### config.mk
export PLATFORM = sky130hd
export DESIGN_NAME = mdu_front
export DESIGN_NICKNAME = d
export VERILOG_FILES = /design/src/mdu_pkg.sv /design/src/mdu_front.sv
export SDC_FILE = /design/constraint.sdc
export NUM_CORES = 2
export LEC_CHECK = 0
export BUFFER_PORTS_ARGS = -buffer_cell sky130_fd_sc_hd__buf_2
export CAP_MARGIN = 20
export CORE_MARGIN = 2
export CORE_UTILIZATION = 60
export CTS_BUF_LIST = sky130_fd_sc_hd__clkbuf_2 sky130_fd_sc_hd__clkbuf_4 sky130_fd_sc_hd__clkbuf_8
export CTS_CLUSTER_DIAMETER = 40
export DETAILED_ROUTE_END_ITERATION = 16
export PLACE_DENSITY = 0.8
export SYNTH_ARGS = -nofsm -noshare
export SYNTH_HDL_FRONTEND = slang
export SYNTH_SLANG_ARGS = --single-unit
### constraint.sdc
create_clock -name clk -period 16.4 [get_ports clk]
set_input_delay 2.46 -clock clk [delete_from_list [all_inputs] [get_ports clk]]
set_output_delay 2.46 -clock clk [all_outputs]
set_load 0.02 [all_outputs]
### src/mdu_pkg.sv
// mips multiply/divide unit package: operation codes, widths, stage payload type
// no dependencies
package mdu_pkg;

  localparam int unsigned WordBits = 32;
  localparam int unsigned DivSteps = 32;
  localparam int unsigned BitsPerStage = 4;
  localparam int unsigned DivStages = DivSteps / BitsPerStage;

  typedef enum logic [1:0] {
    OP_MULT  = 2'd0,
    OP_MULTU = 2'd1,
    OP_DIV   = 2'd2,
    OP_DIVU  = 2'd3
  } op_t;

  typedef struct packed {
    logic       is_div;
    logic       special;
    logic       neg_q;
    logic       neg_r;
    logic [31:0] spec_hi;
    logic [31:0] spec_lo;
  } ctl_t;

  typedef struct packed {
    logic [31:0] rem;
    logic [31:0] quo;
    logic [31:0] dvs;
  } div_t;

  typedef struct packed {
    logic [31:0] p_ll;
    logic [31:0] p_lh;
    logic [31:0] p_hl;
    logic [31:0] p_hh;
    logic        neg;
  } mul_t;

endpackage

### src/mdu_front.sv
// operand preparation: magnitudes, special cases, 16x16 partial products
// depends on mdu_pkg
module mdu_front (
  input  logic               clk,
  input  logic               en,
  input  logic [1:0]         req_type,
  input  logic [31:0]        operand_a,
  input  logic [31:0]        operand_b,
  output mdu_pkg::ctl_t      ctl,
  output mdu_pkg::div_t      dv,
  output mdu_pkg::mul_t      ml
);

  logic        sgn;
  logic        na;
  logic        nb;
  logic [31:0] ma;
  logic [31:0] mb;
  mdu_pkg::ctl_t ctl_next;

  always_comb begin
    sgn = (req_type == mdu_pkg::OP_MULT) || (req_type == mdu_pkg::OP_DIV);
    na = sgn && operand_a[31];
    nb = sgn && operand_b[31];
    ma = na ? (32'd0 - operand_a) : operand_a;
    mb = nb ? (32'd0 - operand_b) : operand_b;
    ctl_next.is_div = req_type[1];
    ctl_next.special = (operand_b == 32'd0);
    ctl_next.neg_q = na ^ nb;
    ctl_next.neg_r = na;
    ctl_next.spec_hi = operand_a;
    ctl_next.spec_lo = 32'hFFFF_FFFF;
  end

  always_ff @(posedge clk) begin
    if (en) begin
      ctl <= ctl_next;
      dv.rem <= 32'd0;
      dv.quo <= ma;
      dv.dvs <= mb;
      ml.p_ll <= ma[15:0] * mb[15:0];
      ml.p_lh <= ma[15:0] * mb[31:16];
      ml.p_hl <= ma[31:16] * mb[15:0];
      ml.p_hh <= ma[31:16] * mb[31:16];
      ml.neg <= na ^ nb;
    end
  end

endmodule

Yosys cells after proc, flatten, opt, wreduce, memory -nomap -nowiden --
Cells that the tools add are included.
Word-level totals: register bits 228, output and inout bits 293
Operators by class: $add $sub $neg 2, multiply operators 4, eq/ne operators 1, mux-type cells 2, bitwise gates (word level) 1, reductions and logical operators 5
Operators by type and width (count):
- multiplier 16 x 16 -> 32 bit | 4
- 2-to-1 mux 32 bit | 2
- subtractor 1 x 32 -> 32 bit, first input constant | 2
- logical NOT 32 bit | 1
- == test 2 bit, second input constant | 1
- logical AND 1 bit | 2
- logical NOT 2 bit | 1
- logical OR 1 bit | 1
- XOR 1 bit | 1

Depth between registers and ports, before layout --
depth after elaboration 5, gate-level depth with buffers 34, mapped depth without buffers 30

Worst setup path before layout --
Ideal clock, no wire load.
path type input -> register, start input operand_a[0], end register ml[64] (netlist name), data pin, arrival time 9.803 ns, slack 6.338 ns, stages on the path 31, buffers on the path 3, cell sequence clkbuf_1 clkinv_1 clkbuf_1 ha_1 nor3b_1 nand3_1 and2b_1 nand2_1 o21ai_1 xor2_1 inv_2 buf_2 nand2_1 fa_1 fa_1 fa_1 inv_1 fa_1 fa_1 inv_1 fa_1 inv_1 ha_1 o21a_1 o21ai_0 a21oi_1 nand3_1 o41ai_1 nand4_1 a21oi_1 xnor2_1
On the way: cells in the longest elaborated chain, start to end 3
Ends and longest elaborated chain:
- start: declaration | line mdu_front.sv:7 | input logic [31:0] operand_a,
- subtractor 1 x 32 -> 32 bit | line mdu_front.sv:25 | ma = na ? (32'd0 - operand_a) : operand_a;
- 2-to-1 mux 32 bit | line mdu_front.sv:25
- via ma[24] | line mdu_front.sv:17 | logic [31:0] ma;
- multiplier 16 x 16 -> 32 bit | line mdu_front.sv:43 | ml.p_hl <= ma[31:16] * mb[15:0];
- end: declaration | line mdu_front.sv:11 | output mdu_pkg::mul_t ml
The timed path passes the listed nets, and every way through them passes these cells. A chain may end at the register's enable or synchronous reset.

Worst setup path in the final report --
start input operand_a[0], end register ml[64] (netlist name), data pin
On the way: cells in the longest elaborated chain, start to end 3
Ends and longest elaborated chain (line):
- subtractor 1 x 32 -> 32 bit | mdu_front.sv:25
- 2-to-1 mux 32 bit | mdu_front.sv:25
- multiplier 16 x 16 -> 32 bit | mdu_front.sv:43
Every way passes these cells.

==> run metrics <==
run status=finished clean; Slew HR=about a fifth; launching element type of the critical path=input pin; Port Buf Inserts=between 200 and 300; remaining global-route overflow=0; root buf cell=clkbuf_8; WL final=roughly 120 mm; Worst path max stage delay=about 930 ps; Final WS setup=~5000 ps; Final period util=between 60% and 70%; Die Footprint=0.0721 mm^2; Post-CTS Setup Inserts=0; Max Fclk=a little under 90 MHz; Netlist cell types=76; max-cap viol count=0; Initial Utilization=~61%; first-pass GRT wire length=192 mm; CTS buffer count=50; Hold Vio Cnt, Final=0; crit path time final=11390 ps; pre-CTS setup slack=approximately 4700 ps; CP dominant cell by count=fa_1; starting DRC count in detailed routing=approximately 3200; Syn-to-layout area delta=8.11%; routed vias=between 30000 and 40000; nets@finish=6031; RSZ-0062 raised after global routing=false; DRC viols=0; drt wl/cell=between 20 and 25 um; final slew viol count=0; share of the yosys chip area belonging to registers=approximately 16%; EDFF count, synth=227; synthesized flop and latch total=~230; Crit. End Element=flip-flop; vias per cell=about 5.8; post-CTS sizing=0; ys async rst share=0%; final count of negative-setup-slack endpoints=0; Syn Area/Cell=roughly 9.2 um^2; CTS tree=yes; post-DP HPWL=between 90 and 100 mm; hold_buf cts=0; row cnt=96; Syn Inst Count=approximately 4500; WP data required=~17000 ps; Crit Path Category=input pin to flip-flop; Worst Hold Class=input pin to flip-flop; vias in the first global route=roughly 35000; CP max FO=22; initial antenna violation count=27; Clock Pin Slew Worst Setup and Hold Paths=about 60 ps; slowest stage cell on the critical path=xor2_1; share of post-route cells with drive strength above 1=between 10% and 20%; Slew @ Worst Pin=1210 ps; Final Wtd Congestion=approximately 0.98; post-layout util=between 60% and 70%; critical path arrival=about 12000 ps; core area=about 0.069 mm^2; clock buffer depth=3; predominant post-synthesis flop cell=edfxtp_1; CTS sink count=between 200 and 250; 1st-pass router iterations=8; Netlist Area Pre-Place=0.0420 mm^2; Routed Antenna Nets=0; Die Width=around 270 um; number of I/O pins=~360; Vert. Die Dim=between 200 and 300 um; warning count from the yosys run=0; CTS H-Tree Depth=2; GRT Overall Usage=35.3%; largest net degree at the start of global routing=90; Sum Neg Setup Slack=0 ps; Filler cells=5564
-- final timing paths --
| path | from | endpoint | slack [ps] | cells after the start |
|---|---|---|---|---|
| min | req_type[1] | ctl[67] | 1970 | 1 |
| max | operand_a[0] | ml[64] | 5010 | 29 |
-- cells in the final DEF (no fill, tap or decap), types with 22 or more instances in the layout --
cell type / synthesis / routed
inv_1: 961 / 961
fa_1: 776 / 776
nand2_1: 624 / 624
nor2_1: 551 / 551
ha_1: 418 / 418
buf_2: 28 / 295
edfxtp_1: 227 / 227
a21oi_1: 118 / 118
xnor2_1: 104 / 99
a21o_1: 74 / 74
conb_1: 2 / 64
buf_4: 67 / 64
o21ai_0: 60 / 60
xor2_1: 58 / 53
clkbuf_8: 0 / 53
nand3_1: 28 / 28
clkinv_1: 17 / 24
nor3_1: 22 / 22
o21bai_1: 22 / 22
-- logic make-up after synthesis --
logic type / synth area share (%)
XOR/XNOR: 3.76
adder cells (fa/ha/maj): 49.5
buffers and inverters: 11.9
other: 0.0179
flip-flops: 16.2
multiplexers: 0.0238
AND/OR/NAND/NOR: 13.0
AO/OA/AOI/OAI: 5.62
-- flip-flops by register name, indices dropped and copies added, names as in the netlist --
| name | cells |
|---|---|
| ctl | 35 |
| ml | 129 |
| dv | 63 |
-- cell usage after synthesis, drive strengths merged (4+ instances only) --
cell type	n	area (um^2)
inv	976	3660
fa	776	15500
nand2	624	2340
nor2	551	2070
ha	418	5230
edfxtp	227	6820
clkbuf	150	563
a21oi	118	591
xnor2	108	987
buf	105	711
a21o	74	556
o21ai	65	344
xor2	63	589
nand3	28	140
nor3	23	120
o21bai	22	165
nand4	21	131
and2	18	115
clkinv	17	63.8
and3	16	100
nor2b	15	93.8
nor4	14	109
nand2b	12	77.6
a211oi	10	75.1
o31ai	9	81.3
a31oi	7	43.8
a41oi	7	61.3
o21a	7	52.6
a21boi	6	45.0
or3	6	42.5
o2111ai	5	43.8
o41ai	5	43.8
or4	5	45.0
a211o	4	35.0
a221oi	4	35.0
o211ai	4	30.0
-- final cells by class --
class	instances	area, um^2	area share [%]
tap	931	1160	2.57
sequential	227	6820	15.0
inverter	993	3730	8.21
timing repair buffer	361	2000	4.41
multi-input combinational	3136	30500	67.2
clock inverter	36	347	0.764
clock buffer	58	767	1.69
antenna	19	47.5	0.105
-- metal layers --
layer  vias up  wire, um  GRT usage, %
li1      14200         -             -
met1     16400     41700          41.7
met2      2221     54700          54.3
met3       648     17700          14.0
met4        12      8780          21.4
met5         -        76             0
-- critical path: cells and delay by family --
| family | cells | cell delay (ps) |
|---|---|---|
| adder cells (fa/ha/maj) | 8 | 3510 |
| AND/OR/NAND/NOR | 7 | 1780 |
| AO/OA/AOI/OAI | 6 | 1570 |
| XOR/XNOR | 2 | 1020 |
| buffers and inverters | 6 | 1390 |
-- through the flow --
stage | cells | instance area [um^2] | hold WS [ps]
6_report | 5761 | 45400 | 1970
5_1_grt | 5748 | 45400 | 1950
4_1_cts | 5740 | 45300 | 1940
3_5_place_dp | 5646 | 44200 | 2640
3_3_place_gp | 5646 | 44200 | 2640
2_1_floorplan | 4611 | 42200 | 2560
Power is not shown: default switching activity piles up to over one toggle a cycle in this logic, so the estimate is an artifact.
