**config.mk**
```make
export PLATFORM = sky130hd
export DESIGN_NAME = mdu_div_stage
export DESIGN_NICKNAME = d
export VERILOG_FILES = /design/src/mdu_pkg.sv /design/src/mdu_div_stage.sv
export SDC_FILE = /design/constraint.sdc
export NUM_CORES = 1
export LEC_CHECK = 0
export BUFFER_PORTS_ARGS = -buffer_cell sky130_fd_sc_hd__buf_4
export CORE_MARGIN = 3
export CORE_UTILIZATION = 25
export DETAILED_ROUTE_END_ITERATION = 12
export GPL_ROUTABILITY_DRIVEN = 0
export PLACE_DENSITY = 0.57
export RECOVER_POWER = 100
export SETUP_SLACK_MARGIN = 0.4
export SLEW_MARGIN = 20
export SYNTH_ARGS = -nofsm -noshare
export SYNTH_HDL_FRONTEND = slang
export SYNTH_SLANG_ARGS = --single-unit
```
**constraint.sdc**
```tcl
create_clock -name clk -period 12.1 [get_ports clk]
set_clock_uncertainty 0.15 [all_clocks]
set_input_delay 1.21 -clock clk [delete_from_list [all_inputs] [get_ports clk]]
set_output_delay 1.21 -clock clk [all_outputs]
set_load 0.01 [all_outputs]
```
**src/mdu_pkg.sv**
```systemverilog
// mips multiply/divide unit package: operation codes, widths, stage payload type
// no dependencies
package mdu_pkg;

  localparam int unsigned WordBits = 32;
  localparam int unsigned DivSteps = 32;
  localparam int unsigned BitsPerStage = 4;
  localparam int unsigned DivStages = DivSteps / BitsPerStage;

  typedef enum logic [1:0] {
    OP_MULT  = 2'd0,
    OP_MULTU = 2'd1,
    OP_DIV   = 2'd2,
    OP_DIVU  = 2'd3
  } op_t;

  typedef struct packed {
    logic       is_div;
    logic       special;
    logic       neg_q;
    logic       neg_r;
    logic [31:0] spec_hi;
    logic [31:0] spec_lo;
  } ctl_t;

  typedef struct packed {
    logic [31:0] rem;
    logic [31:0] quo;
    logic [31:0] dvs;
  } div_t;

  typedef struct packed {
    logic [31:0] p_ll;
    logic [31:0] p_lh;
    logic [31:0] p_hl;
    logic [31:0] p_hh;
    logic        neg;
  } mul_t;

endpackage

```
**src/mdu_div_stage.sv**
```systemverilog
// one restoring-division stage, several quotient bits; multiply payload passes along
// depends on mdu_pkg
module mdu_div_stage (
  input  logic          clk,
  input  logic          en,
  input  mdu_pkg::ctl_t ctl_in,
  input  mdu_pkg::div_t dv_in,
  input  mdu_pkg::mul_t ml_in,
  output mdu_pkg::ctl_t ctl,
  output mdu_pkg::div_t dv,
  output mdu_pkg::mul_t ml
);

  mdu_pkg::div_t d;
  logic [32:0]   trial;

  always_comb begin
    d = dv_in;
    trial = 33'd0;
    for (int i = 0; i < mdu_pkg::BitsPerStage; i++) begin
      trial = {d.rem, d.quo[31]} - {1'b0, d.dvs};
      if (!trial[32]) begin
        d.rem = trial[31:0];
        d.quo = {d.quo[30:0], 1'b1};
      end else begin
        d.rem = {d.rem[30:0], d.quo[31]};
        d.quo = {d.quo[30:0], 1'b0};
      end
    end
  end

  always_ff @(posedge clk) begin
    if (en) begin
      ctl <= ctl_in;
      dv <= d;
      ml <= ml_in;
    end
  end

endmodule

```
### Word-level counts from Yosys, hierarchy flattened

Index checks and enable logic that the tools add are counted.

* mux-type cells: 4
* $add $sub $neg: 4

Operator list (count)
* $mux 64: 4
* $sub 33x32->33: 4

* input bits: 295
* register bits: 293

### Logic depth before layout (Yosys ltp)

* depth in word-level cells: 8
* depth in mapped cells: 57

### Worst setup path before layout

OpenSTA, ideal clock, no wires.

* path kind: input to register
* from: in dv_in[13] (netlist name)
* to: reg dv[71] (netlist name), data pin
* arrival time: 11956 ps
* library setup time: 261 ps
* stages: 48
* setup slack: -267 ps
* cells stage by stage: inv_1 ha_1 a2111o_1 o311ai_1 a21o_1 a31oi_1 nor2_1 buf_2 buf_1 mux2_2 ha_1 nor2_1 a211oi_2 o41ai_2 nand3_1 a211oi_2 a2111oi_0 o21a_1 [... 12 more ...] nor3_4 nor2_4 buf_2 mux2_2 ha_1 or3_1 o21ai_0 a31oi_1 a211oi_2 a21oi_1 a2111oi_2 o21ai_1 o41ai_2 a21bo_2 and3b_1 buf_2 buf_6 a221o_1

RTL lines
* from (decl): RTL line mdu_div_stage.sv:7 `input mdu_pkg::div_t dv_in,`
* to (signal assigned): RTL line mdu_div_stage.sv:35 `dv <= d;`
* to (decl): RTL line mdu_div_stage.sv:10 `output mdu_pkg::div_t dv,`

==> impl_metrics.json <==
{
  "clk_pin_slew_worst_paths_ns": 0.06,
  "drive_gt1_share_pct": 35.8,
  "drt_iter0_markers": 1010,
  "whs_path_depth": 1,
  "cp-start-kind": "input pin",
  "synth_edf_count": 293,
  "ys.warnings.count": 0,
  "post-route-cell-area_sq_um": 26000,
  "critPathKind": "input pin to register",
  "ant_nets": 0,
  "critPathMaxStageDelay_ns": 0.42,
  "ioPinCount": 588,
  "area_growth_pct": 52.4,
  "synth_top_family_by_area": "compound AO/OA/AOI/OAI gates",
  "final_cell_mix": "401 x buf_4, 345 x clkbuf_1, 293 x edfxtp_1, 214 x clkbuf_4, 104 x ha_1",
  "worst-path-buf-inv": 10,
  "die_x_um": 267,
  "clock_path_buffers": 3,
  "synthesis.nets": 1849,
  "hp-start": "ml_in[81]",
  "grt_max_degree": 86,
  "postSynthAreaPerCell_sq_um": 12.0,
  "violations": "max-capacitance violations, max-slew violations",
  "clkPwrFrac_pct": 12.4,
  "grt_pass1_vias": 15800,
  "maxSlewViolCount": 300,
  "synth.mux.area_fraction_pct": 3.54,
  "placed_cell_area_sq_um": 25400,
  "setup_tns_ns": 0,
  "end_kind": "register",
  "vias": 15700,
  "p_total_uw": 8350,
  "h-tree-depth": 2,
  "initial_core_util_pct": 25.4,
  "combPwrFrac_pct": 69.8,
  "dp_slack_ns": -0.516,
  "synth_compound_area_share_pct": 17.9,
  "crit_arrival_ns": 11.76,
  "cts_tree": "done",
  "p_int_uw": 5000,
  "row_count": 95,
  "synth-seq-cells": 293,
  "status": "finished with violations",
  "rsz0062_at_grt": "true",
  "drc": 0,
  "final_common_cell": "buf_4",
  "drt_pass1_iterations": 5,
  "synth_cells": 1422,
  "cp_slowest_cell": "a2111oi_4",
  "holdBufCountCts": 0,
  "antenna_found_initial": 15,
  "fillers": 6791,
  "hold_end": "ml[81]$_DFFE_PP_",
  "synthAdderAreaFrac_pct": 9.84,
  "clockRootBuffer": "clkbuf_16",
  "vdd.ir_drop.worst_mv": 0.320,
  "yosys.area_share.simple_pct": 8.51,
  "finalSetupViolCount": 0,
  "period_needed_ns": 11.63,
  "cpMostUsedCell": "a211oi_4",
  "worstMarginPinSlew_ns": 4.51,
  "yosysSeqAreaShare_pct": 51.5,
  "overflow": 0,
  "dp_hpwl_um": 63000,
  "syn-cell-area_sq_um": 17100,
  "viasPerCell": 4.73,
  "die_h_um": 267,
  "numCtsBuffers": 36,
  "grt_pass1_wl_um": 104000,
  "wire_per_inst_um": 22.7,
  "synth-xor-area-share_pct": 6.24,
  "portBuffers": 587,
  "routed_wl_um": 75300,
  "fmax_mhz": 86.0,
  "maxCapViolCount": 4,
  "path_delay_family": "compound AO/OA/AOI/OAI gates",
  "p_seq_share_pct": 17.8,
  "synthArstFlopShare_pct": 0,
  "p_per_area_nw_per_um2": 321,
  "p_leak_uw": 0.0109,
  "cp_data_required_time_ns": 12.23,
  "hold_class": "input pin to register",
  "ys_types": 82,
  "p_switching_uw": 3350,
  "setup_ws_ns": 0.472,
  "core_sq_um": 67400,
  "die-area_sq_um": 71500,
  "slew_headroom_pct": -201,
  "synthFlopType": "edfxtp_1",
  "p_sw_share_pct": 40.2,
  "fin_crit_sh_pct": 96.1,
  "hold_violations": 0,
  "numClockSinks": 293,
  "grt_usage_pct": 19.6,
  "layout.nets": 2832,
  "cp_max_fo": 8
}
[kinds of logic (layout without fill, tap and decap cells)]
group | count (synthesis) | in the layout
AO/OA/AOI/OAI | 445 | 445
flip-flops | 293 | 293
AND/OR/NAND/NOR | 285 | 286
adder cells (fa/ha/maj) | 132 | 132
XOR/XNOR | 120 | 120
buffers and inverters | 93 | 1100
multiplexers | 54 | 55
other | 0 | 8
[worst max path at each step]
stage               startpoint                to  slack [ns]  depth (start not counted)
CTS                  dv_in[12]  dv[79]$_DFFE_PP_        0.40                         53
floorplan            dv_in[25]  dv[85]$_DFFE_PP_        0.43                         51
global placement     dv_in[13]  dv[95]$_DFFE_PP_       -0.37                         50
global route         dv_in[12]  dv[79]$_DFFE_PP_       0.008                         53
detailed placement   dv_in[13]  dv[95]$_DFFE_PP_       -0.52                         50
finish               dv_in[12]  dv[94]$_DFFE_PP_        0.47                         52
[per-layer routing]
metal,wire length [um],global-route usage (%)
met5,18,0
met4,1970,5.88
met3,4610,3.81
met2,39700,36.8
met1,29000,22.5
[flip-flops by register name (all words and copies together) (netlist names)]
register  flops
ctl          68
dv           96
ml          129
[final cells by class]
| class | instances | area, sq um | share of cell area (%) |
|---|---|---|---|
| flip-flops and latches | 293 | 8800 | 33.8 |
| multi-input cells | 1038 | 8600 | 33.0 |
| repair buffers | 971 | 6160 | 23.7 |
| well taps | 873 | 1090 | 4.19 |
| clock buffers | 43 | 927 | 3.56 |
| inverters | 65 | 251 | 0.966 |
| clock inverters | 21 | 196 | 0.754 |
| diodes | 8 | 20.0 | 0.0769 |
[synthesized netlist by cell type (all sizes together) (3+ instances only)]
master | count | area share (%)
inv | 65 | 1.4
buf | 20 | 0.88
o31a | 4 | 0.20
a21boi | 4 | 0.18
nand2b | 19 | 0.74
or3 | 5 | 0.18
a211oi | 9 | 0.48
nand4 | 9 | 0.33
o41ai | 3 | 0.24
nor3 | 18 | 0.66
mux2 | 49 | 3.3
and2 | 23 | 0.84
nand2 | 54 | 1.2
nor4 | 11 | 0.40
or2 | 5 | 0.18
ha | 128 | 9.4
nor2 | 82 | 1.8
a21oi | 114 | 3.4
clkbuf | 8 | 0.18
and3 | 10 | 0.40
nand3 | 26 | 0.76
a31oi | 11 | 0.53
a22oi | 27 | 1.2
xor2 | 49 | 2.6
a2111oi | 5 | 0.30
fa | 4 | 0.47
a31o | 4 | 0.20
o21a | 17 | 0.75
xnor2 | 71 | 3.6
mux2i | 5 | 0.29
a21o | 84 | 3.7
o21bai | 15 | 0.66
o21ai | 82 | 2.4
a41oi | 3 | 0.20
nor2b | 14 | 0.51
o211ai | 5 | 0.22
edfxtp | 293 | 51
a221o | 33 | 1.9
o22ai | 5 | 0.18
[stage by stage]
stage               std cells  util [%]  hold slack [ns]
floorplan                1422         -             1.16
global placement         3216      37.7             1.24
detailed placement       3216      37.7             1.24
CTS                      3283      39.5            0.612
global route             3310      38.6            0.644
finish                   3312      38.6            0.688
[timing repair]
item                                    in CTS  in global routing
gates cloned                                 1                  4
pin swaps                                    5                 73
endpoints found under the setup margin      32                 33
gates resized for setup                     13                118
endpoints found under the hold margin        0                  0
buffers inserted                             2                 17
[power by group through the flow]
stage | Clock [uW] | Sequential (uW) | Combinational [uW]
CTS | 1080 | 1490 | 5580
finish | 1040 | 1490 | 5820
detailed placement | 0 | 1510 | 5500
floorplan | 0 | 1560 | 3380
global placement | 0 | 1510 | 5380
global route | 1110 | 1500 | 6350
(Power assumes the default switching activity.)
