[src/mdu_pkg.sv]
// mips multiply/divide unit package: operation codes, widths, stage payload type
// no dependencies
package mdu_pkg;

  localparam int unsigned WordBits = 32;
  localparam int unsigned DivSteps = 32;
  localparam int unsigned BitsPerStage = 4;
  localparam int unsigned DivStages = DivSteps / BitsPerStage;

  typedef enum logic [1:0] {
    OP_MULT  = 2'd0,
    OP_MULTU = 2'd1,
    OP_DIV   = 2'd2,
    OP_DIVU  = 2'd3
  } op_t;

  typedef struct packed {
    logic       is_div;
    logic       special;
    logic       neg_q;
    logic       neg_r;
    logic [31:0] spec_hi;
    logic [31:0] spec_lo;
  } ctl_t;

  typedef struct packed {
    logic [31:0] rem;
    logic [31:0] quo;
    logic [31:0] dvs;
  } div_t;

  typedef struct packed {
    logic [31:0] p_ll;
    logic [31:0] p_lh;
    logic [31:0] p_hl;
    logic [31:0] p_hh;
    logic        neg;
  } mul_t;

endpackage

[src/mdu_back.sv]
// result stage: product sum and sign, quotient/remainder sign, special cases
// depends on mdu_pkg
module mdu_back (
  input  logic          clk,
  input  logic          en,
  input  mdu_pkg::ctl_t ctl_in,
  input  mdu_pkg::div_t dv_in,
  input  mdu_pkg::mul_t ml_in,
  output logic [31:0]   hi_word,
  output logic [31:0]   lo_word
);

  logic [63:0] prod;
  logic [63:0] sprod;
  logic [31:0] q;
  logic [31:0] r;
  logic [31:0] hi_next;
  logic [31:0] lo_next;

  always_comb begin
    prod = {ml_in.p_hh, ml_in.p_ll}
         + {16'd0, ml_in.p_lh, 16'd0}
         + {16'd0, ml_in.p_hl, 16'd0};
    sprod = ml_in.neg ? (64'd0 - prod) : prod;
    q = ctl_in.neg_q ? (32'd0 - dv_in.quo) : dv_in.quo;
    r = ctl_in.neg_r ? (32'd0 - dv_in.rem) : dv_in.rem;
    if (!ctl_in.is_div) begin
      hi_next = sprod[63:32];
      lo_next = sprod[31:0];
    end else if (ctl_in.special) begin
      hi_next = ctl_in.spec_hi;
      lo_next = ctl_in.spec_lo;
    end else begin
      hi_next = r;
      lo_next = q;
    end
  end

  always_ff @(posedge clk) begin
    if (en) begin
      hi_word <= hi_next;
      lo_word <= lo_next;
    end
  end

endmodule

[config.mk]
export PLATFORM = sky130hd
export DESIGN_NAME = mdu_back
export DESIGN_NICKNAME = d
export VERILOG_FILES = /design/src/mdu_pkg.sv /design/src/mdu_back.sv
export SDC_FILE = /design/constraint.sdc
export NUM_CORES = 1
export LEC_CHECK = 0
export ABC_AREA = 1
export BUFFER_PORTS_ARGS = -buffer_cell sky130_fd_sc_hd__buf_4
export CORE_MARGIN = 2
export CORE_UTILIZATION = 30
export CTS_BUF_LIST = sky130_fd_sc_hd__clkbuf_16
export CTS_CLUSTER_SIZE = 30
export DETAILED_ROUTE_END_ITERATION = 10
export MAX_ROUTING_LAYER = met4
export PLACE_DENSITY = 0.54
export SETUP_SLACK_MARGIN = 0.02
export SYNTH_ARGS = -nofsm -noshare
export SYNTH_HDL_FRONTEND = slang
export SYNTH_SLANG_ARGS = --single-unit
[constraint.sdc]
create_clock -name clk -period 4 [get_ports clk]
set_input_delay 0.4 -clock clk [delete_from_list [all_inputs] [get_ports clk]]
set_output_delay 0.4 -clock clk [all_outputs]
set_load 0.005 [all_outputs]
Yosys cells after proc, flatten, opt, wreduce, memory -nomap -nowiden

Cells that the tools add are included.

Memory bits (read-only): 0
Latch bits: 0
Output and inout port bits: 64
Bits of input ports: 295
Bits in registers: 64
Bits in writable memories: 0
Word-level logic and storage cells: 14
Memories: 0

Div/mod/pow operators: 0
Bitwise logic cells: 0
Shift-type cells: 0
Equality and inequality tests: 0
Reduce and logical (&&, ||, !) cells: 0
Add/sub/neg operators: 5
Order comparisons: 0
Muxes and demuxes: 7
$mul: 0

Operators with widths:

| kind                                               | count |
|---|---|
| two-way mux 32 bit                                 | 6 |
| adder 64 x 48 -> 64 bit                            | 2 |
| two-way mux 64 bit                                 | 1 |
| subtractor 1 x 32 -> 32 bit (first input constant) | 2 |
| subtractor 1 x 64 -> 64 bit (first input constant) | 1 |

Longest topological paths before layout

Gate-level depths: netlist of the first run.

Word-level depth: 5
Depth in mapped cells: 24
Mapped depth without buffers: 24

Worst setup path before layout of the first run

No wires, ideal clock.

Path kind: input to register
Start point: input port ml_in[34] (netlist bit)
End point: register hi_word[26], data pin
Slack: 693 ps
Library setup time: 256 ps
Data arrival time: 3,051 ps
Buffers on the path: 0
Required time: 3,744 ps
Cell stages on the path: 21
Cell sequence: fa_1 -> ha_1 -> fa_1 -> nand3_1 -> nand3_1 -> nand2_1 -> nand2_1 -> nand2_1 -> nand2_1 -> nor2_2 -> nand2_1 -> nor2_2 -> nand2_2 -> nor2_2 -> nand2_2 -> nand2_4 -> nand3_4 -> nor2_4 -> nand3_1 -> nand3_1 -> nand2_1

Word-level cells in the longest chain between the ends: 4

Ends and longest elaborated chain:

| what                        | RTL line       | text |
|---|---|---|
| start, declared             | mdu_back.sv:8  | `input mdu_pkg::mul_t ml_in,` |
| adder 64 x 48 -> 64 bit (*) | mdu_back.sv:23 | `+ {16'd0, ml_in.p_hl, 16'd0};` |
| subtractor 1 x 64 -> 64 bit | mdu_back.sv:24 | `sprod = ml_in.neg ? (64'd0 - prod) : prod;` |
| two-way mux 64 bit (*)      | mdu_back.sv:24 |  |
| two-way mux 32 bit (*)      | mdu_back.sv:27 | `if (!ctl_in.is_div) begin` |
| named net hi_next[26]       | mdu_back.sv:17 | `logic [31:0] hi_next;` |
| end signal, assigned        | mdu_back.sv:41 | `hi_word <= hi_next;` |
| end, declared               | mdu_back.sv:9  | `output logic [31:0] hi_word,` |

Mark *: on every way through the listed nets, which the timed path passes. The rest lies on a longest branch.
A chain may end at the register's enable or synchronous reset.

Worst setup path in the final report of the first run

Start point: input port ml_in[34] (netlist bit)
End point: register hi_word[24], data pin

Same word-level chain as after synthesis.

==> implementation parameters, run 1 <==
Parameter                              Value

Outcome
  Run status ... finished, final reports clean

Global routing
  Antenna violations before repair ... 1
  Via count of the first global-routing pass ... 12200
  Pin count of the biggest net entering global routing ... 77
  Remaining global-route overflow ... 0
  First-pass GRT wire length ... 67.5 mm
  Combined global-route utilization of all metal layers ... 0.236

Drt
  Via Count ... 12900
  Post-route ant nets ... 0
  Total iterations of the first detailed-routing run ... 5
  Detail-routed net length per standard cell ... 17.0 microns
  Starting DRT DRC Count ... 810
  Avg Vias per Cell ... 4.95
  Post-detailed-route DRC marker count ... 0
  Total Routed Length ... 44.2 mm

Timing
  Total negative setup slack ... 0 ns
  Share of the clock period used by the worst path after layout ... 0.880
  Peak Freq ... 284 MHz
  Final worst slack ... 0.478 ns
  Pins over their slew limit ... 0
  Headroom to the max-slew limit ... 0.380
  Time the final worst path needs with I/O delays and setup ... 3.52 ns
  Unrepaired setup endpoints after global routing ... false
  Setup violation total in the final timing report ... 0
  Worst-Margin Slew ... 0.929 ns
  Number of hold violations in the final report ... 0

CTS
  Number of buffers inserted to repair setup after CTS ... 0
  CTS max path bufs ... 2
  Clock-pin slew of the registers on the worst-case setup and hold paths ... 0.06 ns
  Buffer type at the clock tree root ... clkbuf_16
  Clk sink count ... 64
  Number of gates resized after CTS ... 0
  Number of buffers created by CTS ... 9
  Hold-fix buffers at CTS ... 0
  Clock tree from TritonCTS ... built
  H-tree depth ... 3

Critical path
  Endpoint of the most critical setup path ... hi_word[24]$_DFFE_PP_
  Slowest Stage Delay on Critical Path ... 0.46 ns
  Startpoint Class ... input port
  Arrival time at the worst endpoint ... 3.61 ns
  Req. time, crit path ... 4.09 ns
  Critical Setup Path Class ... input port to flip-flop
  Critical Path Fanout Max ... 6
  Cell at the slowest stage of the critical path ... fa_1
  Critical-path cell list ... buf_4, fa_1, ha_1, fa_1, nand3_1, nand3_1, nand2_1, nand2_1, nand2_1, nand2_1, nand2_1, nand3_1, nand2_1, nand2_1, nor2_1, nand2_1, nand2_1, nand4_1, nand3_1, nand2_1
  Launching instance or port of the critical path ... ml_in[34]
  Most prevalent standard cell on the critical path ... nand2_1
  Critical Path End Type ... flip-flop

Synthesis
  Yosys warns ... 0
  Share of cell area taken by muxes after synthesis ... 0
  Synthesized area per cell ... 5.91 sq um
  Post-synth EDFFs ... 64
  Synthesized net count ... 2194
  Largest cells by area after synthesis ... nand2_1, edfxtp_1, inv_1
  Proportion of synthesized chip area in sequential cells ... 0.178
  Most used DFF post-synth ... edfxtp_1
  Number of synthesized register bits ... 64
  Cell Area, Synth ... 10800 sq um
  Combinational family with the most area after synthesis ... simple AND/OR/NAND/NOR gates
  Adder and majority gate portion of the synthesized area ... 0.102
  Proportion of netlist area held by the largest area contributor ... 0.217
  Number of distinct library cells after synthesis ... 52
  Post-synthesis share of cell area spent on and, or, nand and nor gates ... 0.455
  Synthesized netlist cell count ... 1831
  Share of the synthesized area in compound gates (AO/OA/AOI/OAI) ... 0.131
  Post-Synth XOR/XNOR Area ... 0.0340
  Library cell with the largest summed area after synthesis ... nand2_1
  Post-synth ARST share ... 0

Power
  Maximum VDD drop ... 0.155 mV
  Final Power ... 3990 uW
  Total power density per cell area ... 286 nW/um^2
  Leakage power total ... 0.00716 uW

Final layout
  Layout fillers ... 3932
  Post-layout net count ... 2499
  Layout Area Growth over Synthesis ... 29.3%
  Post-route cell area ... 14000 sq um
  Layout cells sized above 1 ... 0.194
  Number of standard cells in the final layout excluding fillers ... 2600

Hold path
  Worst Hold Class ... input port to flip-flop
  Worst hold path stage count ... 3

Placement
  Routability Congestion ... 0.960
  Cells after DPL ... 2586
  Worst slack after detailed placement ... 0.0917 ns
  Count of port buffers added during placement ... 326
  Post-detail-place hpwl ... 37.3 mm
  Placed Instance Area ... 13700 sq um

Die
  Initial core utilization ... 0.304
  Die Y-Extent ... 194 microns
  Die boundary width ... 194 microns
  Site Rows ... 69
  Overall die area ... 37600 sq um
  I/O Pins ... 359
  Area of the placeable core ... 35600 sq um

Flow run
  Max Cap Viol ... 0
## synthesized netlist by cell type (7+ instances only)
| cell | instances |
|---|---|
| nand2_2 | 18 |
| nand4_1 | 45 |
| fa_1 | 33 |
| nand2_1 | 625 |
| clkbuf_1 | 32 |
| xnor2_1 | 19 |
| o211ai_1 | 20 |
| nor3_1 | 28 |
| o31ai_1 | 8 |
| o21ai_1 | 7 |
| edfxtp_1 | 64 |
| nor2_2 | 12 |
| o221ai_1 | 21 |
| nand3_1 | 131 |
| o22ai_1 | 7 |
| nor2_1 | 224 |
| nor4_1 | 7 |
| xor2_1 | 23 |
| o21ai_0 | 91 |
| nand3_2 | 10 |
| a21oi_1 | 74 |
| ha_1 | 35 |
| inv_1 | 234 |
## cell families after synthesis
| kind of cell | after synthesis |
|---|---|
| buf+inv | 280 |
| compound gates | 244 |
| xor+xnor | 42 |
| flops | 64 |
| simple gates | 1133 |
| fa+ha+maj | 68 |
## area by class of cell
type                       count  area [sq um]  area share
antenna                        1          2.50    0.000179
clock buffer                   9           225      0.0161
clock inverter                 4          41.3     0.00295
inverter                     239           897      0.0642
multi-input combinational   1487          7800       0.558
sequential                    64          1920       0.137
tap                          461           577      0.0412
timing repair buffer         335          2510       0.180
## metrics by stage
step / hold WS, ns / util
global placement: 0.717 / 0.386
CTS: 0.361 / 0.393
global route: 0.387 / 0.393
detailed placement: 0.718 / 0.386
floorplan: 0.512 / -
finish: 0.370 / 0.393
## layer usage
layer | vias up | track usage | part of all wire
met3 | 57 | 0.0290 | 0.065
met5 | - | - | 0
li1 | 6576 | - | -
met2 | 457 | 0.366 | 0.44
met1 | 5787 | 0.321 | 0.47
met4 | 0 | 0.0718 | 0.028
## layout by cell type, fill, tap and decap left out, types with 3 or more instances in the layout
| master | Yosys | layout |
|---|---|---|
| a21oi_1 | 74 | 74 |
| a31oi_1 | 5 | 5 |
| buf_4 | 1 | 335 |
| clkbuf_16 | 0 | 9 |
| edfxtp_1 | 64 | 64 |
| fa_1 | 33 | 33 |
| ha_1 | 35 | 35 |
| inv_1 | 234 | 236 |
| inv_2 | 3 | 4 |
| nand2_1 | 625 | 625 |
| nand2_2 | 18 | 18 |
| nand2_4 | 6 | 6 |
| nand3_1 | 131 | 131 |
| nand3_2 | 10 | 10 |
| nand3b_1 | 4 | 4 |
| nand4_1 | 45 | 45 |
| nor2_1 | 224 | 224 |
| nor2_2 | 12 | 12 |
| nor2_4 | 6 | 6 |
| nor3_1 | 28 | 28 |
| nor3b_1 | 3 | 3 |
| nor4_1 | 7 | 7 |
| o211ai_1 | 20 | 20 |
| o21ai_0 | 91 | 91 |
| o21ai_1 | 7 | 7 |
| o21bai_1 | 3 | 3 |
| o221ai_1 | 21 | 21 |
| o22ai_1 | 7 | 7 |
| o31ai_1 | 8 | 8 |
| or2_2 | 6 | 6 |
| xnor2_1 | 19 | 19 |
| xor2_1 | 23 | 23 |
## critical path: cells and delay by family
kind	cells	cell delay, ns
adder cells (fa/ha/maj)	3	1.14
buffers and inverters	1	0.11
AND/OR/NAND/NOR	16	1.93
## sequential cells by signal, indices dropped and copies added, names as in the netlist
| name | flops |
|---|---|
| hi_word | 32 |
| lo_word | 32 |
## where the power goes
| part | total, uW | internal, uW | leakage [uW] | switching [uW] |
|---|---|---|---|---|
| Combinational | 2330 | 869 | 0.00639 | 1470 |
| Sequential | 895 | 858 | 0.000625 | 36.5 |
| Clock | 764 | 465 | 0.000137 | 298 |
| Total | 3990 | 2190 | 0.00716 | 1800 |
## worst min-delay path by stage
stage / slack [ns] / from / endpoint
after floorplan: 0.51 / en / hi_word[0]$_DFFE_PP_
after global placement: 0.72 / ctl_in[62] / hi_word[30]$_DFFE_PP_
after detailed placement: 0.72 / ctl_in[62] / hi_word[30]$_DFFE_PP_
after CTS: 0.36 / ctl_in[56] / hi_word[24]$_DFFE_PP_
after global routing: 0.39 / ctl_in[62] / hi_word[30]$_DFFE_PP_
final: 0.37 / ctl_in[0] / lo_word[0]$_DFFE_PP_
Note: power is estimated with default switching activity, not from simulation.
==> run 2: changes to the inputs <==
--- a/config.mk
+++ b/config.mk
@@ -5,7 +5,6 @@
 export SDC_FILE = /design/constraint.sdc
 export NUM_CORES = 1
 export LEC_CHECK = 0
-export ABC_AREA = 1
 export BUFFER_PORTS_ARGS = -buffer_cell sky130_fd_sc_hd__buf_4
 export CORE_MARGIN = 2
 export CORE_UTILIZATION = 30
@@ -13,7 +12,7 @@
 export CTS_CLUSTER_SIZE = 30
 export DETAILED_ROUTE_END_ITERATION = 10
 export MAX_ROUTING_LAYER = met4
-export PLACE_DENSITY = 0.54
+export PLACE_DENSITY = 0.55
 export SETUP_SLACK_MARGIN = 0.02
 export SYNTH_ARGS = -nofsm -noshare
 export SYNTH_HDL_FRONTEND = slang
==> run 2 against run 1 <==
- the flow now finishes with violations (setup timing)
- sequential share of layout area is 0.93 points lower
- first-iteration DRC count shrank 24%
- combinational power increased by 40%
- maximum frequency decreased by 16%
- flip-flop and latch count is the same
- worst setup slack worse by 0.66 ns
- die area decreased by 12%
- area after synthesis is 12% lower
- final area increased by 7.3%
==> implementation parameters, run 2 <==
Parameter                              Value

Placement
  Routability Congestion ... 0.947 (-1.4%)
  Post-detail-place hpwl ... 29.6 mm (-21%)
  Count of port buffers added during placement ... 326 (unchanged)
  Worst slack after detailed placement ... -0.630 ns (-0.722 ns)

Drt
  Total iterations of the first detailed-routing run ... 4 (-1)
  Wl on met1 ... 16.8 mm (-18%)
  Starting DRT DRC Count ... 612 (-24%)
  Post-detailed-route DRC marker count ... 0 (unchanged)
  Via Count ... 10700 (-17%)
  Met3 layer wire length in the routed design ... 1.45 mm (-49%)
  Met2 wire length ... 16.9 mm (-13%)
  Total Routed Length ... 35.9 mm (-19%)
  Avg Vias per Cell ... 5.12 (+3.3%)
  Post-route ant nets ... 0 (unchanged)
  Detail-routed net length per standard cell ... 17.2 microns (+1.5%)
  Highest layer used for signal routing ... met4

Synthesis
  Number of synthesized register bits ... 64 (unchanged)
  Number of distinct library cells after synthesis ... 85 (+63%)
  Library cell with the largest summed area after synthesis ... edfxtp_1
  Post-synth EDFFs ... 64 (unchanged)
  Synthesized netlist cell count ... 1142 (-38%)
  Count leader, synth ... nand2_1
  Largest cells by area after synthesis ... edfxtp_1, xnor2_1, fa_1
  Proportion of synthesized chip area in sequential cells ... 0.203 (+0.0250)
  Yosys warns ... 0 (unchanged)
  Synthesized net count ... 1505 (-31%)
  Proportion of netlist area held by the largest area contributor ... 0.203 (-0.0142)
  Commonest cells in the netlist ... nand2_1, xnor2_1, o21ai_0, nor2_1, a21oi_1
  Synthesized area per cell ... 8.30 sq um (+41%)
  Post-synth ARST share ... 0 (unchanged)
  Most used DFF post-synth ... edfxtp_1
  Cell Area, Synth ... 9480 sq um (-12%)

Global routing
  Remaining global-route overflow ... 0 (unchanged)
  Via count of the first global-routing pass ... 10600 (-13%)
  Antenna violations before repair ... 0 (-1)
  First-pass GRT wire length ... 56.1 mm (-17%)
  Pin count of the biggest net entering global routing ... 89 (+16%)
  Combined global-route utilization of all metal layers ... 0.218 (-0.0180)

Final layout
  Layout Area Growth over Synthesis ... 58.2%
  Layout cells sized above 1 ... 0.420 (+0.226)
  Largest registers ranked by flip-flop count ... hi_word: 32 flops, lo_word: 32 flops
  Final Core Density ... 0.479 (+0.0859)
  Most common library cell in the layout ignoring fill and taps ... buf_4
  ANT cells ... 0 (-1)
  Top library cells by usage in the layout, fill and taps aside ... buf_4, nand2_1, xnor2_1, nor2_1, a21oi_1
  Post-layout net count ... 2039 (-18%)

Critical path
  Req. time, crit path ... 4.05 ns (-0.04 ns)
  Critical Path Fanout Max ... 8 (+2)
  Startpoint Class ... input port
  Critical Setup Path Class ... input port to flip-flop
  Critical Path End Type ... flip-flop
  Arrival time at the worst endpoint ... 4.23 ns (+0.62 ns)

Power
  Final Power ... 4870 uW (+22%)
  Part of the power in registers ... 0.188 (-0.036)
  Total power density per cell area ... 325 nW/um^2 (+14%)
  Switching portion of total power ... 0.395 (-0.0562)
  Leakage power total ... 0.00643 uW (-10%)
  Sw power ... 1920 uW (+6.8%)
  Maximum VDD drop ... 0.181 mV (+17%)
  Fraction of power consumed by combinational cells ... 0.668 (+0.083)
  Internal power component ... 2950 uW (+34%)
  Clock network fraction of total power ... 0.143 (-0.048)

Die
  I/O Pins ... 359 (unchanged)
  Area of the placeable core ... 31300 sq um (-12%)
  Overall die area ... 33100 sq um (-12%)
  Initial core utilization ... 0.303 (-0.00124)
  Die boundary width ... 182 microns (-6.2%)
  Site Rows ... 65 (-5.8%)
  Die Y-Extent ... 182 microns (-6.2%)

Timing
  Final worst slack ... -0.185 ns (-0.663 ns)
  Time the final worst path needs with I/O delays and setup ... 4.19 ns (+0.663 ns)
  Share of the clock period used by the worst path after layout ... 1.05 (+0.166)
  Headroom to the max-slew limit ... 0.336 (-0.0437)
  Unrepaired setup endpoints after global routing ... true
  Peak Freq ... 239 MHz (-16%)
  Pins over their slew limit ... 0 (unchanged)
  Worst-Margin Slew ... 0.996 ns (+0.0666 ns)
  Setup violation total in the final timing report ... 18 (+18)
  Number of hold violations in the final report ... 0 (unchanged)

Outcome
  Run status ... complete, but fails checks
  Failing checks ... setup timing

CTS
  Clock-pin slew of the registers on the worst-case setup and hold paths ... 0.05 ns (about the same)
  Hold-fix buffers at CTS ... 0 (unchanged)
  Clk sink count ... 64 (unchanged)
  H-tree depth ... 3 (unchanged)
  Number of buffers created by CTS ... 9 (unchanged)
  Buffer type at the clock tree root ... clkbuf_16
  Clock tree from TritonCTS ... built
  CTS max path bufs ... 2 (unchanged)

Hold path
  Worst Hold Class ... input port to flip-flop

Flow run
  Max Cap Viol ... 0 (unchanged)
## run 2: path summary, 6_finish.rpt
check       from                    end  slack [ns]  cells after the start
max    ml_in[38]  hi_word[16]$_DFFE_PP_       -0.19                     14
min    ml_in[97]   lo_word[0]$_DFFE_PP_        0.44                      3
## run 2: cell type report
class | count | area [sq um]
clock buffer | 9 | 225
clock inverter | 6 | 28.8
fill | 3053 | 16300
inverter | 16 | 60.1
multi-input combinational | 1007 | 7870
sequential | 64 | 1920
tap | 402 | 503
timing repair buffer | 578 | 4390
## run 2: cell families (layout without fill, tap and decap cells)
logic type,count (synthesis),after routing,synth area share
XOR/XNOR,150,150,0.139
multiplexers,67,67,0.0714
AO/OA/AOI/OAI,328,328,0.223
AND/OR/NAND/NOR,394,394,0.214
buffers and inverters,71,609,0.0342
flip-flops,64,64,0.203
adder cells (fa/ha/maj),68,68,0.116
## run 2: layer usage
metal / vias to the layer above / track usage
met5: - / -
met1: 4999 / 0.289
met3: 39 / 0.0209
met4: 0 / 0.0650
li1: 5318 / -
met2: 297 / 0.353
## run 2: worst max-delay path, stage by stage
cell and delay (ns):
buf_4 0.11, fa_1 0.58, ha_4 0.23, a21o_1 0.21, a31oi_2 0.29, a211oi_4 0.16, o21ai_0 0.35, a221oi_2 0.14
or2_4 0.27, or4_4 0.58, or2_4 0.28, o41ai_4 0.31, xor2_1 0.22, mux2i_1 0.09
## run 2: power by group through the flow
stage	Clock (uW)	Combinational [uW]	Sequential, uW
2_1_floorplan	0	1460	936
3_3_place_gp	0	2960	933
3_5_place_dp	0	2980	932
4_1_cts	726	3140	918
5_1_grt	743	3550	928
6_report	698	3260	917
## run 2: timing repair
| item | CTS | global route |
|---|---|---|
| setup endpoints to repair | 25 | 36 |
| resized for setup | 43 | 62 |
| pin swaps | 32 | 53 |
| setup buffers | 25 | 13 |
## run 2: metrics by stage
stage                     hold slack (ns)  setup TNS [ns]  instances  area, sq um
final                               0.439           -1.61       2082        15000
after global routing                0.450           -6.67       2082        15000
after CTS                           0.417           -1.38       2072        14600
after detailed placement            0.778          -14.61       2037        14000
after global placement              0.774          -13.13       2037        14000
after floorplan                     0.512          -0.696       1142         9630
==> run 3: changes to the inputs <==
--- a/config.mk
+++ b/config.mk
@@ -6,7 +6,7 @@
 export NUM_CORES = 1
 export LEC_CHECK = 0
 export BUFFER_PORTS_ARGS = -buffer_cell sky130_fd_sc_hd__buf_4
-export CORE_MARGIN = 2
+export CORE_MARGIN = 5
 export CORE_UTILIZATION = 30
 export CTS_BUF_LIST = sky130_fd_sc_hd__clkbuf_16
 export CTS_CLUSTER_SIZE = 30
==> run 3 against run 2 <==
- the flow still finishes with violations (setup timing)
- sequential share of layout area grew 0.088 points
- sequential power is essentially flat
- maximum frequency grew 1.7%
- utilization shrank 0.45 points
- total power shrank 0.11%
- worst setup slack gained 0.071 ns
- global-route usage shrank 1.5 points
- critical endpoint is now hi_word[22]$_DFFE_PP_
- largest cell class unchanged
==> implementation parameters, run 3 (synthesis results as in run 2) <==
Parameter                              Value

Global routing
  Combined global-route utilization of all metal layers ... 0.203 (-0.0151)
  Remaining global-route overflow ... 0 (unchanged)
  Antenna violations before repair ... 0 (unchanged)
  Via count of the first global-routing pass ... 10700 (+0.71%)
  First-pass GRT wire length ... 57.2 mm (+1.9%)
  Pin count of the biggest net entering global routing ... 82 (-7.9%)

Timing
  Final worst slack ... -0.114 ns (+0.0711 ns)
  Time the final worst path needs with I/O delays and setup ... 4.11 ns (-0.0711 ns)
  Headroom to the max-slew limit ... 0.349 (+0.0127)
  Unrepaired setup endpoints after global routing ... true
  Share of the clock period used by the worst path after layout ... 1.03 (-0.0178)
  Peak Freq ... 243 MHz (+1.7%)
  Number of hold violations in the final report ... 0 (unchanged)
  WHS ... 0.444 ns (+0.00427 ns)
  Pins over their slew limit ... 0 (unchanged)
  Worst-Margin Slew ... 0.977 ns (-0.0190 ns)
  Setup violation total in the final timing report ... 20 (+2)

Critical path
  Endpoint of the most critical setup path ... hi_word[22]$_DFFE_PP_
  Kind of cell with the highest combined delay on the critical path ... simple AND/OR/NAND/NOR gates
  Startpoint Class ... input port
  Critical-path cell list ... buf_6, fa_1, ha_2, fa_2, a21o_1, nand4_1, a2111oi_4, nor3b_2, or4_1, o311a_1, and3_1, nor3b_4, buf_12, a41oi_1, xnor2_1, mux2i_1
  Launching instance or port of the critical path ... ml_in[114]
  Bufs and invs on worst path ... 2 (+1)
  Arrival time at the worst endpoint ... 4.16 ns (-0.07 ns)
  Req. time, crit path ... 4.05 ns (about the same)
  Critical Path End Type ... flip-flop
  Critical Setup Path Class ... input port to flip-flop
  Crit path depth ... 16 (+2)
  Cell at the slowest stage of the critical path ... fa_1
  Critical Path Fanout Max ... 10 (+2)
  Slowest Stage Delay on Critical Path ... 0.53 ns (-0.05 ns)

Final layout
  Post-route cell area ... 14900 sq um (-0.68%)
  Number of standard cells in the final layout excluding fillers ... 2075 (-0.34%)
  Most common library cell in the layout ignoring fill and taps ... buf_4
  Top library cells by usage in the layout, fill and taps aside ... buf_4, nand2_1, xnor2_1, nor2_1, o21ai_0
  ANT cells ... 0 (unchanged)
  Largest registers ranked by flip-flop count ... hi_word: 32 flops, lo_word: 32 flops
  Layout Area Growth over Synthesis ... 57.1%
  Layout cells sized above 1 ... 0.418 (-0.00243)
  Post-layout net count ... 2031 (-0.39%)
  Final Core Density ... 0.475 (-0.00451)

Drt
  Post-detailed-route DRC marker count ... 0 (unchanged)
  Avg Vias per Cell ... 5.06 (-1.0%)
  Post-route ant nets ... 0 (unchanged)
  Starting DRT DRC Count ... 562 (-8.2%)
  Via Count ... 10500 (-1.4%)
  Total iterations of the first detailed-routing run ... 5 (+1)
  Detail-routed net length per standard cell ... 17.6 microns (+2.1%)
  Total Routed Length ... 36.5 mm (+1.8%)

CTS
  CTS max path bufs ... 2 (unchanged)
  H-tree depth ... 3 (unchanged)
  Clk sink count ... 64 (unchanged)
  Hold-fix buffers at CTS ... 0 (unchanged)
  Number of buffers created by CTS ... 9 (unchanged)
  Clock tree from TritonCTS ... built
  Buffer type at the clock tree root ... clkbuf_16
  Clock-pin slew of the registers on the worst-case setup and hold paths ... 0.06 ns (about the same)

Die
  I/O Pins ... 359 (unchanged)
  Area of the placeable core ... 31400 sq um (+0.26%)
  Site Rows ... 65 (unchanged)
  Die Y-Extent ... 188 microns (+3.3%)
  Initial core utilization ... 0.302 (-0.000785)
  Overall die area ... 35300 sq um (+6.7%)
  Die boundary width ... 188 microns (+3.3%)

Outcome
  Failing checks ... setup timing
  Run status ... complete, but fails checks

Placement
  Worst slack after detailed placement ... -0.648 ns (-0.0173 ns)
  Placed Instance Area ... 14100 sq um (+0.77%)
  Count of port buffers added during placement ... 326 (unchanged)
  Post-detail-place hpwl ... 30.7 mm (+3.6%)
  Cells after DPL ... 2048 (+0.54%)
  Routability Congestion ... 0.951 (+0.49%)

Power
  Leakage power total ... 0.00634 uW (-1.4%)
  Total power density per cell area ... 327 nW/um^2 (+0.58%)
  Maximum VDD drop ... 0.172 mV (-5.0%)

Flow run
  Max Cap Viol ... 0 (unchanged)

Hold path
  Worst Hold Class ... input port to flip-flop
## run 3: worst min-delay path by stage
stage | cells past startpoint | slack (ns) | start | end
global route | 3 | 0.44 | ml_in[97] | lo_word[0]$_DFFE_PP_
global placement | 3 | 0.76 | ml_in[97] | lo_word[0]$_DFFE_PP_
finish | 3 | 0.44 | ml_in[97] | lo_word[0]$_DFFE_PP_
CTS | 3 | 0.43 | ml_in[97] | lo_word[0]$_DFFE_PP_
detailed placement | 3 | 0.77 | ctl_in[53] | hi_word[21]$_DFFE_PP_
floorplan | 0 | 0.51 | en | hi_word[0]$_DFFE_PP_
## run 3: per-layer routing
| metal | routed length, microns | global-route usage | up-vias | part of all wire |
|---|---|---|---|---|
| met5 | 0 | - | - | 0 |
| li1 | - | - | 5301 | - |
| met3 | 1390 | 0.0179 | 33 | 0.038 |
| met2 | 17100 | 0.334 | 281 | 0.47 |
| met4 | 639 | 0.0438 | 0 | 0.017 |
| met1 | 17400 | 0.274 | 4893 | 0.48 |
## run 3: report_power, final
group          switching [uW]  internal (uW)
registers                35.3            883
logic                    1560           1600
clock network             305            476
## run 3: area by class of cell
cell class	count	area (sq um)
multi-input combinational	1007	7780
tap	402	503
inverter	16	60.1
clock inverter	7	62.6
clock buffer	9	225
fill	3113	16500
sequential	64	1920
timing repair buffer	570	4340
## run 3: metrics by stage
stage	total power [uW]	setup TNS, ns
final	4870	-0.984
after CTS	4830	-1.10
after detailed placement	3940	-12.68
after global routing	5220	-5.83
after global placement	3920	-11.96
after floorplan	2390	-0.696
## run 3: timing repair
action | 4_1_cts | 5_1_grt
setup buffers | 7 | 4
pin swaps | 11 | 17
setup endpoints to repair | 23 | 29
resized for setup | 50 | 32
